## src/sv/lfu_pkg.sv

```systemverilog
// lfu_pkg: shared types and constants for the lfu cache
// no dependencies; imported by lfu_cache and tb_top
`default_nettype none

package lfu_pkg;

  // fixed field widths
  localparam int CMD_W   = 2;
  localparam int CAP_W   = 5;
  localparam int OCC_W   = 5;
  localparam int STAMP_W = 48;

  // request codes; code 3 is unused and does nothing
  typedef enum logic [CMD_W-1:0] {
    CMD_PUT = 2'd0,
    CMD_GET = 2'd1,
    CMD_POP = 2'd2
  } cmd_t;

  // controller states
  typedef enum logic [1:0] {
    ST_IDLE,
    ST_SCAN,
    ST_DECIDE,
    ST_RESP
  } state_t;

endpackage

`default_nettype wire

```

## src/sv/lfu_cache.sv

```systemverilog
// lfu_cache: fully associative key/value store with lfu replacement
// depends on lfu_pkg and lfu_store
`default_nettype none

// Usage:
//   Requests enter on the in_ channel (valid/ready): command put, get or pop
//   with key and value. Each request gives exactly one result on the out_
//   channel: hit, read value on a get hit, evicted flag and occupancy after
//   the request. Capacity is written through cfg_wr_en/cfg_wr_data; the user
//   must write it only while idle, as the block does not enforce this.
//   Timing: one request at a time. Each request makes one scan of the entry
//   memory, one read per cycle through its single read port, plus a decide
//   and a result step. A put miss at capacity returns to the decide state
//   for the eviction; one that must evict more than one entry (capacity
//   lowered below occupancy) rescans once per extra victim.
//   The scan tracks key match, lowest (count, stamp) victim and lowest free
//   slot; the decide cycle does the single write back.
//   Reset (rst_n low, synchronous) clears valid bits, occupancy, the sequence
//   counter and sets capacity to ENTRIES; memory contents are not cleared.
//   When out_ready is low the result waits in the output register; the next
//   request is still taken and runs, and its result waits until the register
//   is free.

module lfu_cache #(
  parameter int ENTRIES    = 16,
  parameter int KEY_BITS   = 32,
  parameter int VALUE_BITS = 32,
  parameter int COUNT_BITS = 16
) (
  input  wire logic                          clk,
  input  wire logic                          rst_n,
  // configuration
  input  wire logic                          cfg_wr_en,
  input  wire logic [lfu_pkg::CAP_W-1:0]     cfg_wr_data,
  // requests
  input  wire logic                          in_valid,
  output logic                               in_ready,
  input  wire logic [lfu_pkg::CMD_W-1:0]     in_command,
  input  wire logic [KEY_BITS-1:0]           in_key,
  input  wire logic [VALUE_BITS-1:0]         in_value,
  // results
  output logic                               out_valid,
  input  wire logic                          out_ready,
  output logic                               out_hit,
  output logic [VALUE_BITS-1:0]              out_read_value,
  output logic                               out_evicted,
  output logic [lfu_pkg::OCC_W-1:0]          out_occupancy
);

  import lfu_pkg::*;

  localparam int IDX_W  = (ENTRIES > 1) ? $clog2(ENTRIES) : 1;
  localparam int CNT_W  = $clog2(ENTRIES + 1);
  localparam int CMP_W  = (CNT_W > CAP_W) ? CNT_W : CAP_W;
  localparam int WORD_W = KEY_BITS + VALUE_BITS + COUNT_BITS + STAMP_W;
  // word layout: key | value | count | stamp
  localparam int STAMP_LO = 0;
  localparam int COUNT_LO = STAMP_W;
  localparam int VALUE_LO = STAMP_W + COUNT_BITS;
  localparam int KEY_LO   = STAMP_W + COUNT_BITS + VALUE_BITS;

  // control state
  state_t                  state_r, state_nxt;
  logic [ENTRIES-1:0]      valid_r, valid_nxt;
  logic [CNT_W-1:0]        occ_r, occ_nxt;
  logic [STAMP_W-1:0]      seq_r, seq_nxt;
  logic [CAP_W-1:0]        cap_r;

  // request registers
  logic [CMD_W-1:0]        cmd_r, cmd_nxt;
  logic [KEY_BITS-1:0]     key_r, key_nxt;
  logic [VALUE_BITS-1:0]   val_r, val_nxt;

  // scan pipeline
  logic [IDX_W-1:0]        issue_idx_r, issue_idx_nxt;
  logic                    issue_done_r, issue_done_nxt;
  logic                    pend_r, pend_nxt;
  logic [IDX_W-1:0]        data_idx_r, data_idx_nxt;

  // scan trackers
  logic                    match_found_r, match_found_nxt;
  logic [IDX_W-1:0]        match_idx_r, match_idx_nxt;
  logic [VALUE_BITS-1:0]   match_val_r, match_val_nxt;
  logic [COUNT_BITS-1:0]   match_cnt_r, match_cnt_nxt;
  logic                    min_found_r, min_found_nxt;
  logic [IDX_W-1:0]        min_idx_r, min_idx_nxt;
  logic [COUNT_BITS-1:0]   min_cnt_r, min_cnt_nxt;
  logic [STAMP_W-1:0]      min_stamp_r, min_stamp_nxt;
  logic                    free_found_r, free_found_nxt;
  logic [IDX_W-1:0]        free_idx_r, free_idx_nxt;

  // pending result
  logic                    res_hit_r, res_hit_nxt;
  logic [VALUE_BITS-1:0]   res_val_r, res_val_nxt;
  logic                    res_ev_r, res_ev_nxt;

  // output register
  logic                    out_valid_r, out_valid_nxt;
  logic                    out_hit_r, out_hit_nxt;
  logic [VALUE_BITS-1:0]   out_val_r, out_val_nxt;
  logic                    out_ev_r, out_ev_nxt;
  logic [OCC_W-1:0]        out_occ_r, out_occ_nxt;

  // memory ports
  logic                    wr_en;
  logic [IDX_W-1:0]        wr_addr;
  logic [WORD_W-1:0]       wr_data;
  logic                    rd_en;
  logic [WORD_W-1:0]       rd_data;

  // fields of the word read back
  logic [KEY_BITS-1:0]     rd_key;
  logic [VALUE_BITS-1:0]   rd_val;
  logic [COUNT_BITS-1:0]   rd_cnt;
  logic [STAMP_W-1:0]      rd_stamp;
  logic                    rd_valid;

  // capacity clamped to 1..ENTRIES, and occupancy at the same width
  logic [CMP_W-1:0]        cap_eff;
  logic [CMP_W-1:0]        occ_ext;
  logic [COUNT_BITS-1:0]   cnt_bumped;

  lfu_store #(
    .ENTRIES (ENTRIES),
    .WIDTH   (WORD_W),
    .IDX_W   (IDX_W)
  ) u_store (
    .clk     (clk),
    .wr_en   (wr_en),
    .wr_addr (wr_addr),
    .wr_data (wr_data),
    .rd_en   (rd_en),
    .rd_addr (issue_idx_r),
    .rd_data (rd_data)
  );

  assign rd_key   = rd_data[KEY_LO +: KEY_BITS];
  assign rd_val   = rd_data[VALUE_LO +: VALUE_BITS];
  assign rd_cnt   = rd_data[COUNT_LO +: COUNT_BITS];
  assign rd_stamp = rd_data[STAMP_LO +: STAMP_W];
  assign rd_valid = valid_r[data_idx_r];

  // effective capacity
  always_comb begin
    if (cap_r == '0) begin
      cap_eff = CMP_W'(1);
    end else if (CMP_W'(cap_r) > CMP_W'(ENTRIES)) begin
      cap_eff = CMP_W'(ENTRIES);
    end else begin
      cap_eff = CMP_W'(cap_r);
    end
  end

  assign occ_ext    = CMP_W'(occ_r);
  assign cnt_bumped = (match_cnt_r == '1) ? match_cnt_r : match_cnt_r + COUNT_BITS'(1);

  // next state and datapath control
  always_comb begin
    state_nxt       = state_r;
    valid_nxt       = valid_r;
    occ_nxt         = occ_r;
    seq_nxt         = seq_r;
    cmd_nxt         = cmd_r;
    key_nxt         = key_r;
    val_nxt         = val_r;
    issue_idx_nxt   = issue_idx_r;
    issue_done_nxt  = issue_done_r;
    pend_nxt        = 1'b0;
    data_idx_nxt    = data_idx_r;
    match_found_nxt = match_found_r;
    match_idx_nxt   = match_idx_r;
    match_val_nxt   = match_val_r;
    match_cnt_nxt   = match_cnt_r;
    min_found_nxt   = min_found_r;
    min_idx_nxt     = min_idx_r;
    min_cnt_nxt     = min_cnt_r;
    min_stamp_nxt   = min_stamp_r;
    free_found_nxt  = free_found_r;
    free_idx_nxt    = free_idx_r;
    res_hit_nxt     = res_hit_r;
    res_val_nxt     = res_val_r;
    res_ev_nxt      = res_ev_r;
    out_valid_nxt   = out_valid_r;
    out_hit_nxt     = out_hit_r;
    out_val_nxt     = out_val_r;
    out_ev_nxt      = out_ev_r;
    out_occ_nxt     = out_occ_r;
    wr_en           = 1'b0;
    wr_addr         = match_idx_r;
    wr_data         = {key_r, val_r, cnt_bumped, seq_r};
    rd_en           = 1'b0;
    in_ready        = 1'b0;

    // result leaves on an output transfer
    if (out_valid_r && out_ready) begin
      out_valid_nxt = 1'b0;
    end

    unique case (state_r)
      ST_IDLE: begin
        in_ready = 1'b1;
        if (in_valid) begin
          cmd_nxt         = in_command;
          key_nxt         = in_key;
          val_nxt         = in_value;
          res_hit_nxt     = 1'b0;
          res_val_nxt     = '0;
          res_ev_nxt      = 1'b0;
          issue_idx_nxt   = '0;
          issue_done_nxt  = 1'b0;
          match_found_nxt = 1'b0;
          min_found_nxt   = 1'b0;
          free_found_nxt  = 1'b0;
          if (in_command == CMD_PUT || in_command == CMD_GET || in_command == CMD_POP) begin
            state_nxt = ST_SCAN;
          end else begin
            state_nxt = ST_RESP;
          end
        end
      end

      ST_SCAN: begin
        // issue one read per cycle
        if (!issue_done_r) begin
          rd_en        = 1'b1;
          pend_nxt     = 1'b1;
          data_idx_nxt = issue_idx_r;
          if (issue_idx_r == IDX_W'(ENTRIES - 1)) begin
            issue_done_nxt = 1'b1;
          end else begin
            issue_idx_nxt = issue_idx_r + IDX_W'(1);
          end
        end
        // examine the word read last cycle
        if (pend_r) begin
          if (rd_valid && rd_key == key_r && !match_found_r) begin
            match_found_nxt = 1'b1;
            match_idx_nxt   = data_idx_r;
            match_val_nxt   = rd_val;
            match_cnt_nxt   = rd_cnt;
          end
          if (rd_valid && (!min_found_r || rd_cnt < min_cnt_r ||
              (rd_cnt == min_cnt_r && rd_stamp < min_stamp_r))) begin
            min_found_nxt = 1'b1;
            min_idx_nxt   = data_idx_r;
            min_cnt_nxt   = rd_cnt;
            min_stamp_nxt = rd_stamp;
          end
          if (!rd_valid && !free_found_r) begin
            free_found_nxt = 1'b1;
            free_idx_nxt   = data_idx_r;
          end
          if (issue_done_r) begin
            state_nxt = ST_DECIDE;
          end
        end
      end

      ST_DECIDE: begin
        state_nxt = ST_RESP;
        case (cmd_r)
          CMD_PUT: begin
            if (match_found_r) begin
              // hit: new value, bumped count, fresh stamp
              wr_en       = 1'b1;
              seq_nxt     = seq_r + STAMP_W'(1);
              res_hit_nxt = 1'b1;
            end else if (occ_ext >= cap_eff && min_found_r) begin
              // at capacity: drop the victim, then rescan or insert
              valid_nxt[min_idx_r] = 1'b0;
              occ_nxt              = occ_r - CNT_W'(1);
              res_ev_nxt           = 1'b1;
              if (!free_found_r || min_idx_r < free_idx_r) begin
                free_found_nxt = 1'b1;
                free_idx_nxt   = min_idx_r;
              end
              if (occ_ext > cap_eff) begin
                state_nxt       = ST_SCAN;
                issue_idx_nxt   = '0;
                issue_done_nxt  = 1'b0;
                min_found_nxt   = 1'b0;
                free_found_nxt  = 1'b0;
              end else begin
                state_nxt = ST_DECIDE;
              end
            end else if (free_found_r) begin
              // insert into the lowest free slot with count one
              wr_en                 = 1'b1;
              wr_addr               = free_idx_r;
              wr_data               = {key_r, val_r, COUNT_BITS'(1), seq_r};
              seq_nxt               = seq_r + STAMP_W'(1);
              valid_nxt[free_idx_r] = 1'b1;
              occ_nxt               = occ_r + CNT_W'(1);
            end
          end
          CMD_GET: begin
            if (match_found_r) begin
              wr_en       = 1'b1;
              wr_data     = {key_r, match_val_r, cnt_bumped, seq_r};
              seq_nxt     = seq_r + STAMP_W'(1);
              res_hit_nxt = 1'b1;
              res_val_nxt = match_val_r;
            end
          end
          CMD_POP: begin
            if (min_found_r) begin
              valid_nxt[min_idx_r] = 1'b0;
              occ_nxt              = occ_r - CNT_W'(1);
              res_ev_nxt           = 1'b1;
            end
          end
          default: begin
          end
        endcase
      end

      ST_RESP: begin
        // load the output register once it is free
        if (!out_valid_r || out_ready) begin
          out_valid_nxt = 1'b1;
          out_hit_nxt   = res_hit_r;
          out_val_nxt   = res_val_r;
          out_ev_nxt    = res_ev_r;
          out_occ_nxt   = OCC_W'(occ_ext);
          state_nxt     = ST_IDLE;
        end
      end

      default: begin
        state_nxt = ST_IDLE;
      end
    endcase
  end

  // control registers
  always_ff @(posedge clk) begin
    if (!rst_n) begin
      state_r      <= ST_IDLE;
      valid_r      <= '0;
      occ_r        <= '0;
      seq_r        <= '0;
      cap_r        <= CAP_W'(ENTRIES);
      issue_done_r <= 1'b0;
      pend_r       <= 1'b0;
      out_valid_r  <= 1'b0;
    end else begin
      state_r      <= state_nxt;
      valid_r      <= valid_nxt;
      occ_r        <= occ_nxt;
      seq_r        <= seq_nxt;
      issue_done_r <= issue_done_nxt;
      pend_r       <= pend_nxt;
      out_valid_r  <= out_valid_nxt;
      if (cfg_wr_en) begin
        cap_r <= cfg_wr_data;
      end
    end
  end

  // payload registers
  always_ff @(posedge clk) begin
    cmd_r         <= cmd_nxt;
    key_r         <= key_nxt;
    val_r         <= val_nxt;
    issue_idx_r   <= issue_idx_nxt;
    data_idx_r    <= data_idx_nxt;
    match_found_r <= match_found_nxt;
    match_idx_r   <= match_idx_nxt;
    match_val_r   <= match_val_nxt;
    match_cnt_r   <= match_cnt_nxt;
    min_found_r   <= min_found_nxt;
    min_idx_r     <= min_idx_nxt;
    min_cnt_r     <= min_cnt_nxt;
    min_stamp_r   <= min_stamp_nxt;
    free_found_r  <= free_found_nxt;
    free_idx_r    <= free_idx_nxt;
    res_hit_r     <= res_hit_nxt;
    res_val_r     <= res_val_nxt;
    res_ev_r      <= res_ev_nxt;
    out_hit_r     <= out_hit_nxt;
    out_val_r     <= out_val_nxt;
    out_ev_r      <= out_ev_nxt;
    out_occ_r     <= out_occ_nxt;
  end

  assign out_valid      = out_valid_r;
  assign out_hit        = out_hit_r;
  assign out_read_value = out_val_r;
  assign out_evicted    = out_ev_r;
  assign out_occupancy  = out_occ_r;

endmodule

`default_nettype wire

```

## src/sv/lfu_store.sv

```systemverilog
// lfu_store: entry memory holding key, value, use count and stamp per slot
// one write port, one read port with a registered read
`default_nettype none

module lfu_store #(
  parameter int ENTRIES = 16,
  parameter int WIDTH   = 128,
  parameter int IDX_W   = 4
) (
  input  wire logic             clk,
  input  wire logic             wr_en,
  input  wire logic [IDX_W-1:0] wr_addr,
  input  wire logic [WIDTH-1:0] wr_data,
  input  wire logic             rd_en,
  input  wire logic [IDX_W-1:0] rd_addr,
  output logic      [WIDTH-1:0] rd_data
);

  logic [WIDTH-1:0] mem [ENTRIES];

  // write port
  always_ff @(posedge clk) begin
    if (wr_en) begin
      mem[wr_addr] <= wr_data;
    end
  end

  // registered read port
  always_ff @(posedge clk) begin
    if (rd_en) begin
      rd_data <= mem[rd_addr];
    end
  end

endmodule

`default_nettype wire

```

## config.mk

```make
export PLATFORM = sky130hd
export DESIGN_NAME = lfu_cache
export DESIGN_NICKNAME = d
export VERILOG_FILES = /design/src/sv/lfu_pkg.sv /design/src/sv/lfu_cache.sv /design/src/sv/lfu_store.sv
export SDC_FILE = /design/constraint.sdc
export NUM_CORES = 2
export LEC_CHECK = 0
export BUFFER_PORTS_ARGS = -buffer_cell sky130_fd_sc_hd__buf_2
export CAP_MARGIN = 20
export CORE_ASPECT_RATIO = 0.75
export CORE_MARGIN = 4
export CORE_UTILIZATION = 55
export DETAILED_ROUTE_END_ITERATION = 7
export GPL_ROUTABILITY_DRIVEN = 0
export PLACE_DENSITY_LB_ADDON = 0.08
export SYNTH_ARGS = -nofsm -noshare
export SYNTH_HDL_FRONTEND = slang
export SYNTH_SLANG_ARGS = --single-unit
```

## constraint.sdc

```tcl
create_clock -name clk -period 11.4 [get_ports clk]
set_input_delay 2.28 -clock clk [delete_from_list [all_inputs] [get_ports clk]]
set_output_delay 2.28 -clock clk [all_outputs]
set_load 0.02 [all_outputs]
```

==> results by group <==
Run status
  • Status: completed

Worst setup path
  • Max incr delay on CP: 850 ps
  • Crit path capture: u_store.mem[6][106]$_DFFE_PP_
  • CP startpoint kind: flip-flop
  • Crit path max fanout: 39
  • CP Data Required Time: 11860 ps
  • Worst Setup SP: cap_r[4]$_SDFFE_PN1P_
  • R2R depth: 12
  • Crit path top cell by count: buf_4
  • Worst-path cell chain: inv_1 -> nand2_1 -> ha_1 -> a211o_1 -> a221oi_1 -> a21oi_1 -> nor3_4 -> buf_4 -> a22oi_1 -> nor2_4 -> buf_4 -> buf_4
  • Crit end category: flip-flop
  • Crit Path Class: flip-flop to flip-flop
  • Crit Reg-Reg Startpoint: cap_r[4]$_SDFFE_PN1P_
  • R2R Setup Slk: 6150 ps
  • Worst EP arrival: 5710 ps
  • Reg-to-reg critical path endpoint: u_store.mem[6][106]$_DFFE_PP_
  • Crit-path slowest cell: nor2_4

Global route
  • Initial antenna violation count: 6
  • GRT Total Usage: 0.238
  • Global-route wire length before repair: 316000 um
  • Vias in the first global route: 45100
  • Largest net degree at the start of global routing: 129
  • GRT overflow: 0

Clocking
  • Skew-Pair Late Insertion Delay: 850 ps
  • Postcts setup bufs: 0
  • Clk sinks: 2529
  • Clock H-tree levels: 4
  • Max clock buf depth: 3
  • Hold buffers post-CTS: 0
  • Post-CTS sizing: 0
  • CTS Buf Count: 228
  • CTS tree: built
  • Clock Pin Slew Worst Setup and Hold Paths: 70 ps
  • Clock Tree Root: clkbuf_16

STA
  • Hold WS: 411 ps
  • Period utilization: 0.460
  • Final Setup Violations: 0
  • Max Clk Rate: 0.191 GHz
  • Final TNS setup: 0 ps
  • Clock skew: 52.8 ps
  • Setup ws final: 6150 ps
  • Tmin final: 5250 ps
  • Final hold vios: 0
  • Fin. max-slew vios: 0
  • RSZ-0062 raised after global routing: no
  • Slew margin rel.: 0.249
  • Measured slew at the worst slew-check pin: 1120 ps

Synth
  • Count leader, synth: edfxtp_1
  • Top cells by area, synth: edfxtp_1, mux4_2, dfxtp_1
  • Top cell type's share of synthesized area: 0.764
  • Post-Syn Area per Cell: 22.6 sq um
  • Syn Nets: 4420
  • Distinct cells, synth: 72
  • Most used DFF post-synth: edfxtp_1
  • Post-synth EDFFs: 2450
  • Syn. warnings: 0
  • Mapped Cells: 4264
  • Synth Cell Area: 96300 sq um
  • Cell taking the most area after synthesis: edfxtp_1
  • Number of synthesized register bits: 2529
  • Seq/Total Area, Yosys: 0.780
  • Commonest cells post-synth: edfxtp_1, mux4_2, clkbuf_1
  • Async SR Flop Fraction: 0

Power
  • Sequential power share: 0.481
  • Static Leak: 0.0338 uW
  • P per Cell Area: 222 nW/um^2
  • Net Switching: 6250 uW
  • Internal power: 17600 uW
  • Clock network power share: 0.315
  • Worst VDD drop: 0.184 mV
  • Logic pwr share: 0.204
  • Sw Ratio: 0.262

Floorplan
  • FP Rows: 132
  • Io pins: 117
  • Die ar.: 182000 sq um
  • Die Wd: 491 um
  • CORE AREA: 173000 sq um
  • Initial Utilization: 0.556
  • Die Ht: 370 um

Min path
  • Hold depth: 0
  • Worst Hold Class: flip-flop to flip-flop

Drt
  • Via density per instance: 6.39
  • Wirelength per Cell: 30.6 um
  • First-pass DRT Iterations: 6
  • Antenna-violating nets left: 0
  • Initial DRC count: 4908
  • Routed wire length: 214000 um
  • # DRC: 0
  • Vias: 44600

Flow run
  • Max-Cap Viols: 0

Placement
  • HPWL Detailed: 111000 um
  • Pre-CTS setup slack: 6180 ps
  • Port bufs: 116
  • Placement Cell Area: 100000 sq um

Finish
  • Design area: 107000 sq um
  • Fin nets: 4669
  • Fraction of final layout cells sized beyond drive strength 1: 0.265
  • Area growth syn-to-layout: 11.5%
  • Final Core Density: 0.619
[power groups by stage]
stage	Combinational [uW]	Clock, uW	Sequential (uW)
2_1_floorplan	3570	0	11500
3_3_place_gp	4940	0	11600
3_5_place_dp	4950	0	11600
4_1_cts	4970	7670	11500
5_1_grt	5240	8100	11500
6_report	4860	7520	11500
[area by class of cell]
class                      instances  area, sq um
antenna                            1         2.50
clock buffer                     291         6130
clock inverter                   134         1210
fill                           11700        66000
inverter                          98          368
multi-input combinational       1446        20300
sequential                      2529        75200
tap                             2278         2850
timing repair buffer             210         1410
[worst min-delay path by stage]
stage                                        from                     endpoint
CTS                 u_store.rd_data[68]$_DFFE_PP_     match_val_r[4]$_DFFE_PP_
finish              u_store.rd_data[68]$_DFFE_PP_     match_val_r[4]$_DFFE_PP_
global route        u_store.rd_data[85]$_DFFE_PP_    match_val_r[21]$_DFFE_PP_
detailed placement     res_val_r[9]$_SDFFCE_PN0P_  out_read_value[9]$_DFFE_PP_
floorplan           u_store.rd_data[64]$_DFFE_PP_     match_val_r[0]$_DFFE_PP_
global placement    u_store.rd_data[66]$_DFFE_PP_     match_val_r[2]$_DFFE_PP_
[worst max-delay path, delay by kind of cell (launching register included)]
family / cells / cell delay, ps
compound gates: 4 / 1340
fa+ha+maj: 1 / 290
buf+inv: 4 / 1730
flops: 1 / 310
simple gates: 3 / 1130
[sequential cells by signal, summed over array words and instances (netlist names), 48 cells and up]
register and count:
min_stamp_r 48, seq_r 48, u_store.mem 2048, u_store.rd_data 128
[kinds of logic after synthesis]
logic type,after synthesis,share of synthesized area
adders and majority gates,80,0.0104
xor gates and xnor gates,48,0.00436
muxes,674,0.154
and+or+nand+nor,384,0.0213
DFF,2529,0.780
buffers and inverters,289,0.0115
AOI/OAI and AO/OA,260,0.0183
[metrics by stage]
stage	cells	power [uW]
after detailed placement	6558	16600
after global placement	6554	16600
final	6987	23800
after floorplan	4264	15100
after CTS	6983	24100
after global routing	6987	24800
[metal layers]
metal / track usage / part of all wire
met5: 0 / 0.000037
met4: 0.0462 / 0.016
met3: 0.0403 / 0.069
met2: 0.359 / 0.46
met1: 0.375 / 0.45
[layout by cell type (no fill, tap or decap), drive strengths merged, types with 13 or more instances in the layout]
| master | synthesis | routed |
|---|---|---|
| xor2 | 34 | 34 |
| mux2 | 17 | 17 |
| mux4 | 645 | 645 |
| a32o | 22 | 22 |
| o31ai | 39 | 39 |
| nand4 | 22 | 22 |
| clkinv | 0 | 103 |
| bufinv | 0 | 17 |
| a21oi | 86 | 86 |
| nor4 | 13 | 13 |
| o21ai | 35 | 35 |
| xnor2 | 14 | 14 |
| nor3 | 16 | 16 |
| buf | 73 | 209 |
| inv | 98 | 106 |
| nand2 | 67 | 67 |
| edfxtp | 2450 | 2450 |
| or4 | 33 | 33 |
| dfxtp | 79 | 79 |
| nand3 | 38 | 38 |
| nor2 | 84 | 84 |
| nand2b | 18 | 18 |
| clkbuf | 118 | 292 |
| and2 | 39 | 39 |
| ha | 80 | 80 |
Power figures use the tool's default switching activity.
